--- config.mk ---
export PLATFORM = sky130hd
export DESIGN_NAME = circular_capture_buffer_core
export DESIGN_NICKNAME = d
export VERILOG_FILES = /design/src/sv/ccb_pkg.sv /design/src/sv/ccb_ram.sv /design/src/sv/ccb_front.sv /design/src/sv/ccb_back.sv /design/src/sv/circular_capture_buffer_core.sv
export SDC_FILE = /design/constraint.sdc
export NUM_CORES = 2
export LEC_CHECK = 0
export BUFFER_PORTS_ARGS = -buffer_cell sky130_fd_sc_hd__buf_2
export CAP_MARGIN = 20
export CORE_MARGIN = 3
export CORE_UTILIZATION = 48
export DETAILED_ROUTE_END_ITERATION = 6
export PLACE_DENSITY_LB_ADDON = 0.15
export SKIP_LAST_GASP = 1
export SLEW_MARGIN = 20
export SYNTH_ARGS = -nofsm -noshare
export SYNTH_HDL_FRONTEND = slang
export SYNTH_HIERARCHICAL = 1
export SYNTH_SLANG_ARGS = --single-unit
--- constraint.sdc ---
create_clock -name clk -period 5.4 [get_ports clk]
set_input_delay 1.08 -clock clk [delete_from_list [all_inputs] [get_ports clk]]
set_output_delay 1.08 -clock clk [all_outputs]
set_load 0.05 [all_outputs]
--- src/sv/ccb_pkg.sv ---
// Shared types and constants for the circular capture buffer.
package ccb_pkg;

    localparam int SAMPLE_W = 32;
    localparam int FRAC_W   = 8;
    localparam int TALLY_W  = 7;
    localparam int CMD_W    = 2;

    localparam logic KIND_DUMP  = 1'b0;
    localparam logic KIND_COUNT = 1'b1;

    typedef enum logic [CMD_W-1:0] {
        CMD_SAMPLE = 2'd0,
        CMD_CLEAR  = 2'd1,
        CMD_COUNT  = 2'd2,
        CMD_DUMP   = 2'd3
    } cmd_t;

    typedef struct packed {
        cmd_t                cmd;
        logic [SAMPLE_W-1:0] sample;
    } op_t;

    typedef struct packed {
        logic                kind;
        logic [SAMPLE_W-1:0] value;
        logic [TALLY_W-1:0]  tally;
        logic                last;
    } res_t;

    typedef enum logic {
        BK_IDLE = 1'b0,
        BK_DUMP = 1'b1
    } bk_state_t;

endpackage

--- src/sv/ccb_ram.sv ---
// Generic single-write, single-read RAM with registered read data.
module ccb_ram #(
    parameter int WIDTH = 32,
    parameter int DEPTH = 64
) (
    input  logic                     clk,
    input  logic                     we,
    input  logic [$clog2(DEPTH)-1:0] waddr,
    input  logic [WIDTH-1:0]         wdata,
    input  logic                     re,
    input  logic [$clog2(DEPTH)-1:0] raddr,
    output logic [WIDTH-1:0]         rdata
);

    logic [WIDTH-1:0] mem [DEPTH];

    always_ff @(posedge clk)
    begin
        if (we)
        begin
            mem[waddr] <= wdata;
        end
        if (re)
        begin
            rdata <= mem[raddr];
        end
    end

endmodule

--- src/sv/ccb_front.sv ---
// Input side: accepts items, drops fractional samples in integer-only mode, queues commands.
module ccb_front
    import ccb_pkg::*;
(
    input  logic                clk,
    input  logic                rst_n,
    input  logic                s_tvalid,
    output logic                s_tready,
    input  logic [SAMPLE_W-1:0] s_tdata,   // sample
    input  logic [CMD_W-1:0]    s_tuser,   // command
    input  logic                cfg_valid,
    output logic                cfg_ready,
    input  logic                cfg_data,  // integer_only
    output logic                q_valid,
    output op_t                 q_op,
    input  logic                q_ready
);

    localparam int QDEPTH = 2;

    logic       integer_only_reg;
    op_t        queue_mem [QDEPTH];
    logic       wr_ptr_reg, wr_ptr_next;
    logic       rd_ptr_reg, rd_ptr_next;
    logic [1:0] count_reg, count_next;
    logic       accept, drop, push, pop;
    cmd_t       cmd;

    assign cfg_ready = 1'b1;
    assign cmd       = cmd_t'(s_tuser);
    assign s_tready  = (count_reg != 2'(QDEPTH));
    assign accept    = s_tvalid && s_tready;
    // Drop samples with fraction bits when only integers are captured.
    assign drop      = integer_only_reg && (cmd == CMD_SAMPLE)
                       && (s_tdata[FRAC_W-1:0] != '0);
    assign push      = accept && !drop;
    assign q_valid   = (count_reg != 2'd0);
    assign q_op      = queue_mem[rd_ptr_reg];
    assign pop       = q_valid && q_ready;

    always_comb
    begin
        wr_ptr_next = push ? ~wr_ptr_reg : wr_ptr_reg;
        rd_ptr_next = pop ? ~rd_ptr_reg : rd_ptr_reg;
        count_next  = count_reg + 2'(push) - 2'(pop);
    end

    always_ff @(posedge clk or negedge rst_n)
    begin
        if (!rst_n)
        begin
            integer_only_reg <= 1'b0;
            wr_ptr_reg       <= 1'b0;
            rd_ptr_reg       <= 1'b0;
            count_reg        <= 2'd0;
        end
        else
        begin
            if (cfg_valid && cfg_ready)
            begin
                integer_only_reg <= cfg_data;
            end
            wr_ptr_reg <= wr_ptr_next;
            rd_ptr_reg <= rd_ptr_next;
            count_reg  <= count_next;
        end
    end

    always_ff @(posedge clk)
    begin
        if (push)
        begin
            queue_mem[wr_ptr_reg] <= '{cmd: cmd, sample: s_tdata};
        end
    end

endmodule

--- src/sv/ccb_back.sv ---
// Execution side: ring storage, counters, dump sequencer and output buffer.
module ccb_back
    import ccb_pkg::*;
#(
    parameter int DEPTH = 64
) (
    input  logic clk,
    input  logic rst_n,
    input  logic q_valid,
    input  op_t  q_op,
    output logic q_ready,
    output logic out_valid,
    input  logic out_ready,
    output res_t out_res
);

    localparam int AW = $clog2(DEPTH);
    localparam int CW = $clog2(DEPTH + 1);
    localparam int ODEPTH = 2;

    bk_state_t     state_reg, state_next;
    logic [AW-1:0] wptr_reg, wptr_next;
    logic [CW-1:0] fill_reg, fill_next;
    logic [CW-1:0] tally_reg, tally_next;
    logic [AW-1:0] dump_addr_reg, dump_addr_next;
    logic [CW-1:0] remain_reg, remain_next;

    logic          slot_valid_reg, slot_count_reg, slot_last_reg;
    logic [CW-1:0] slot_tally_reg;
    logic          issue_valid, issue_count, issue_last;

    logic                ram_we, ram_re;
    logic [SAMPLE_W-1:0] ram_rdata;

    res_t       ofifo_mem [ODEPTH];
    logic       owr_reg, ord_reg;
    logic [1:0] ocnt_reg;
    logic [2:0] occ_after;
    logic       space, opush, opop;
    res_t       opush_res;

    ccb_ram #(
        .WIDTH (SAMPLE_W),
        .DEPTH (DEPTH)
    ) u_ram (
        .clk   (clk),
        .we    (ram_we),
        .waddr (wptr_reg),
        .wdata (q_op.sample),
        .re    (ram_re),
        .raddr (dump_addr_reg),
        .rdata (ram_rdata)
    );

    assign out_valid = (ocnt_reg != 2'd0);
    assign out_res   = ofifo_mem[ord_reg];
    assign opop      = out_valid && out_ready;
    assign opush     = slot_valid_reg;
    // Issue a new result slot only if the output buffer can absorb it next cycle.
    assign occ_after = {1'b0, ocnt_reg} + 3'(opush) - 3'(opop);
    assign space     = (occ_after < 3'(ODEPTH));

    always_comb
    begin
        state_next     = state_reg;
        wptr_next      = wptr_reg;
        fill_next      = fill_reg;
        tally_next     = tally_reg;
        dump_addr_next = dump_addr_reg;
        remain_next    = remain_reg;
        q_ready        = 1'b0;
        ram_we         = 1'b0;
        ram_re         = 1'b0;
        issue_valid    = 1'b0;
        issue_count    = 1'b0;
        issue_last     = 1'b0;
        case (state_reg)
            BK_IDLE:
            begin
                if (q_valid)
                begin
                    case (q_op.cmd)
                        CMD_SAMPLE:
                        begin
                            q_ready   = 1'b1;
                            ram_we    = 1'b1;
                            wptr_next = (wptr_reg == AW'(DEPTH - 1)) ? '0 : wptr_reg + 1'b1;
                            if (fill_reg != CW'(DEPTH))
                            begin
                                fill_next = fill_reg + 1'b1;
                            end
                            if (tally_reg != CW'(DEPTH))
                            begin
                                tally_next = tally_reg + 1'b1;
                            end
                        end
                        CMD_CLEAR:
                        begin
                            q_ready   = 1'b1;
                            wptr_next = '0;
                            fill_next = '0;
                        end
                        CMD_COUNT:
                        begin
                            if (space)
                            begin
                                q_ready     = 1'b1;
                                issue_valid = 1'b1;
                                issue_count = 1'b1;
                                issue_last  = 1'b1;
                                tally_next  = '0;
                            end
                        end
                        CMD_DUMP:
                        begin
                            q_ready = 1'b1;
                            if (fill_reg != '0)
                            begin
                                state_next     = BK_DUMP;
                                remain_next    = fill_reg;
                                // Full ring: oldest entry sits at the write pointer.
                                dump_addr_next = (fill_reg == CW'(DEPTH)) ? wptr_reg : '0;
                            end
                        end
                        default:
                        begin
                            q_ready = 1'b1;
                        end
                    endcase
                end
            end
            BK_DUMP:
            begin
                if (space)
                begin
                    ram_re         = 1'b1;
                    issue_valid    = 1'b1;
                    issue_last     = (remain_reg == CW'(1));
                    remain_next    = remain_reg - 1'b1;
                    dump_addr_next = (dump_addr_reg == AW'(DEPTH - 1)) ?
                                     '0 : dump_addr_reg + 1'b1;
                    if (remain_reg == CW'(1))
                    begin
                        state_next = BK_IDLE;
                    end
                end
            end
            default:
            begin
                state_next = BK_IDLE;
            end
        endcase
    end

    always_comb
    begin
        opush_res.kind  = slot_count_reg ? KIND_COUNT : KIND_DUMP;
        opush_res.value = slot_count_reg ? '0 : ram_rdata;
        opush_res.tally = slot_count_reg ? TALLY_W'(slot_tally_reg) : '0;
        opush_res.last  = slot_last_reg;
    end

    always_ff @(posedge clk or negedge rst_n)
    begin
        if (!rst_n)
        begin
            state_reg      <= BK_IDLE;
            wptr_reg       <= '0;
            fill_reg       <= '0;
            tally_reg      <= '0;
            dump_addr_reg  <= '0;
            remain_reg     <= '0;
            slot_valid_reg <= 1'b0;
            owr_reg        <= 1'b0;
            ord_reg        <= 1'b0;
            ocnt_reg       <= 2'd0;
        end
        else
        begin
            state_reg      <= state_next;
            wptr_reg       <= wptr_next;
            fill_reg       <= fill_next;
            tally_reg      <= tally_next;
            dump_addr_reg  <= dump_addr_next;
            remain_reg     <= remain_next;
            slot_valid_reg <= issue_valid;
            owr_reg        <= opush ? ~owr_reg : owr_reg;
            ord_reg        <= opop ? ~ord_reg : ord_reg;
            ocnt_reg       <= 2'(occ_after);
        end
    end

    always_ff @(posedge clk)
    begin
        slot_count_reg <= issue_count;
        slot_last_reg  <= issue_last;
        slot_tally_reg <= tally_reg;
        if (opush)
        begin
            ofifo_mem[owr_reg] <= opush_res;
        end
    end

endmodule

--- src/sv/circular_capture_buffer_core.sv ---
// Top level of the circular capture buffer: front, command queue and back.
//
// Use: items enter on the s_ channel; the command (0 sample, 1 clear,
// 2 count query, 3 dump) rides in s_tuser and the signed Q24.8 sample in
// s_tdata. Results leave on the m_ channel: m_tuser is the kind (0 stored
// value, 1 capture count), m_tdata holds value and tally, m_tlast marks the
// final result of a dump or count. cfg_data sets integer_only, which drops
// samples with nonzero fraction bits; write it only while the block is idle.
// Throughput: one sample or clear per cycle while no dump is running. A dump
// of N entries emits one result per cycle after its start while the receiver
// keeps up, paced by the single RAM read port. Count and dump results pass
// the command queue, a slot register and the output buffer before m_tvalid
// rises; a dump also waits for its start and for the registered RAM read.
// Commands wait in a two-entry queue while a dump is running.
// Reset empties the ring, clears pointer, fill count, tally and
// integer_only; stored samples are not cleared. A stalled receiver stops
// the dump sequencer, then the queue fills and s_tready drops.
module circular_capture_buffer_core
    import ccb_pkg::*;
#(
    parameter int DEPTH = 64
) (
    input  logic                clk,
    input  logic                rst_n,
    input  logic                s_tvalid,
    output logic                s_tready,
    input  logic [SAMPLE_W-1:0] s_tdata,   // [31:0] sample
    input  logic [CMD_W-1:0]    s_tuser,   // [1:0] command
    output logic                m_tvalid,
    input  logic                m_tready,
    output logic [39:0]         m_tdata,   // [31:0] value, [38:32] tally, [39] zero
    output logic                m_tuser,   // [0] kind
    output logic                m_tlast,
    input  logic                cfg_valid,
    output logic                cfg_ready,
    input  logic                cfg_data   // [0] integer_only
);

    logic q_valid, q_ready;
    op_t  q_op;
    res_t out_res;

    ccb_front u_front (
        .clk       (clk),
        .rst_n     (rst_n),
        .s_tvalid  (s_tvalid),
        .s_tready  (s_tready),
        .s_tdata   (s_tdata),
        .s_tuser   (s_tuser),
        .cfg_valid (cfg_valid),
        .cfg_ready (cfg_ready),
        .cfg_data  (cfg_data),
        .q_valid   (q_valid),
        .q_op      (q_op),
        .q_ready   (q_ready)
    );

    ccb_back #(
        .DEPTH (DEPTH)
    ) u_back (
        .clk       (clk),
        .rst_n     (rst_n),
        .q_valid   (q_valid),
        .q_op      (q_op),
        .q_ready   (q_ready),
        .out_valid (m_tvalid),
        .out_ready (m_tready),
        .out_res   (out_res)
    );

    assign m_tdata = {1'b0, out_res.tally, out_res.value};
    assign m_tuser = out_res.kind;
    assign m_tlast = out_res.last;

endmodule

==> impl_results.md <==
- Post-CTS Hold Fix Bufs: 0
- Register area share after synthesis: 0.781
- Yosys reg bits: around 2,300
- Initial Utilization: 0.483
- Via Count: slightly above 40,000
- Grt total ovfl: 0
- Clock latency on the worst-skew pair: roughly 0.87 ns
- Max reg flops: between 2,000 and 2,500
- Distinct cells, synth: between 70 and 80
- Post-CTS Setup Repair Bufs: 0
- GP Congestion: approximately 0.79
- CTS tree: built
- Leakage power: 31.2 nW
- Worst Path Arrival: 5.00 ns
- Post-CTS Resized: 0
- DRT antenna net count: 0
- Estimated wirelength of the detail-placed design: roughly 120,000 um
- Post-Synthesis Cells: 3,898
- Top-count cell post-synth: edfxtp_1
- Die Y: ~430 um
- DRC: 0
- Total Wirelength: around 210,000 um
- Setup_tns: 0 ns
- Clk slew on worst S/H paths: around 0.060 ns
- Count of input and output buffers: 82
- Largest regs: u_back/u_ram/mem: 2048 flops, u_back/ofifo_mem: 82 flops, u_front/queue_mem: 68 flops
- Row count: 156
- Vias in the first global route: 41,700
- Minimum clock period: between 4 and 5 ns
- Yosys top cell by area: edfxtp_1
- Area grow syn2layout: 13.3%
- Ratio of final minimum period to clock period: 0.821
- CTS root buf: clkbuf_16
- Fmax: roughly 230 MHz
- Top-level I/O count: 85
- Synthesized area per cell: 22.4 um2
- CP endpoint kind: flop
- Final setup vio count: 0
- # H-tree levels: 4
- Iter 0 DRT Violations: about 4,600
- Pre-CTS setup slack: about 0.95 ns
- Via density: approximately 6.1
- CTS Sinks: about 2,300
- Most frequent cells after synthesis: edfxtp_1 (2,230), mux4_2 (544), nor2_1 (155)
- Total global-route track usage: 0.231
- RSZ-0062 raised after global routing: false
- CTS buffer count: 226
- Area share of the largest cell type after synthesis: 0.766
- Status: finished clean
- Critical path origin: u_front/rd_ptr_reg$_DFFE_PN0P_
- Pins over their slew limit: 0
- Final Skew: slightly above 0.04 ns
- Number of synthesis warnings: 6
- Core area: 181,000 um2
- Fraction of final layout cells with drive strength greater than 1: 0.292
- Setup crit start kind: flop
- Top cells by area, synth: edfxtp_1 (77%), mux4_2 (14%), dfrtp_1 (1.3%), mux2i_1 (1.1%), mux2_2 (0.93%)
- Die area: 187,000 um2
- Placed Cells: 6,314
- Maxcap violations: 0
- Pre-antenna DRT Iters: 6
- Data required time of the worst path: just under 6 ns
- Layout net count: between 4,000 and 5,000
- CP Class: reg2reg
- R2r startpoint: u_front/rd_ptr_reg$_DFFE_PN0P_
- Clk buf depth: 3
- Syn nets: just under 4,000
- EDFF count, synth: between 2,000 and 2,500
- Final cell count without fillers: between 6,000 and 7,000
- Ys flop type: edfxtp_1
- Largest net degree at the start of global routing: 95
- Initial antenna violation count: 6
- Worst Tran Pin Value: between 1 and 1.5 ns
- Crit path max fanout: 34
- Final hold violations: 0
- Die Width: between 400 and 500 um
- First-pass GRT wire length: 306,000 um
- VDD IR-drop max: about 0.00044 V
- Wire per inst: 31.8 um
- Largest reg by FF count: u_back/u_ram/mem
- Max-slew headroom: 0.306
- Final setup margin: around 0.97 ns
- Hold Path Class: in2async
- Async set or reset register ratio after synthesis: 0.0193
- Synth Cell Area: 87,400 um2
- PD cells: roughly 530 nW/um2
## per-layer routing
layer  GRT usage  routed length [um]  vias up
li1            -                   -    17000
met3      0.0527               17400      280
met4      0.0660                5520        0
met5           0                   0        -
met1       0.336               90500    22300
met2       0.354              100000     1608
## cell usage in the layout, fill, tap and decap left out, drive strengths merged, types with 70 or more instances in the layout
| master | instances |
|---|---|
| a21oi | 70 |
| buf | 250 |
| clkbuf | 276 |
| clkinv | 116 |
| edfxtp | 2230 |
| mux2 | 78 |
| mux2i | 96 |
| mux4 | 544 |
| nor2 | 156 |
| o22ai | 85 |
## critical path, stage by stage (launching register included)
cell     delay (ns)
dfrtp_2        0.35
buf_4          0.44
mux2_2         0.51
nor2_1         0.49
nor2b_1        0.33
nand3_1        0.67
nor2_4         1.06
buf_4          0.29
## report_power, final
group | switching (mW) | internal [mW] | total (mW)
clock network | 6.65 | 8.59 | 15.2
logic | 8.78 | 5.13 | 13.9
registers | 0.659 | 22.2 | 22.9
## stage by stage
step | hold slack, ns | utilization | area (um2) | total power [mW]
after floorplan | 0.402 | - | 87400 | 32.1
after global placement | 0.408 | 0.507 | 91800 | 37.2
after detailed placement | 0.431 | 0.508 | 91800 | 37.3
after CTS | 0.287 | 0.548 | 99100 | 52.5
after global routing | 0.326 | 0.548 | 99100 | 54.0
final | 0.320 | 0.548 | 99100 | 52.0
## path summary, 6_finish.rpt
kind / end / slack (ns) / cells after the start
max in group asynchronous: u_back/dump_addr_reg[3]$_DFFE_PN0P_ / 4.57 / 2
max reg2reg: u_back/u_ram/mem[46][7]$_DFFE_PP_ / 0.97 / 7
min in group clk: u_front/queue_mem[1][14]$_DFFE_PP_ / 0.40 / 1
min reg2reg: u_back/ofifo_mem[0][0]$_DFFE_PP_ / 0.44 / 0
min: u_front/wr_ptr_reg$_DFFE_PN0P_ / 0.32 / 2
max: u_back/u_ram/mem[46][7]$_DFFE_PP_ / 0.97 / 7
## final cells by class
type | count | area, um2
fill | 13600 | 81900
sequential | 2283 | 68300
multi-input combinational | 1393 | 18600
clock buffer | 276 | 5850
tap | 2370 | 2970
timing repair buffer | 250 | 1910
clock inverter | 141 | 1370
inverter | 18 | 68.8
antenna | 3 | 7.51
## cell families after synthesis
logic type               after synthesis  synth area share
AO/OA/AOI/OAI                        260            0.0202
AND/OR/NAND/NOR                      385            0.0223
buffers and inverters                222            0.0121
multiplexers                         718             0.161
flip-flops                          2283             0.781
other                                  2         0.0000859
XOR/XNOR                              15           0.00159
adder cells (fa/ha/maj)               13           0.00195
(Power assumes the default switching activity.)
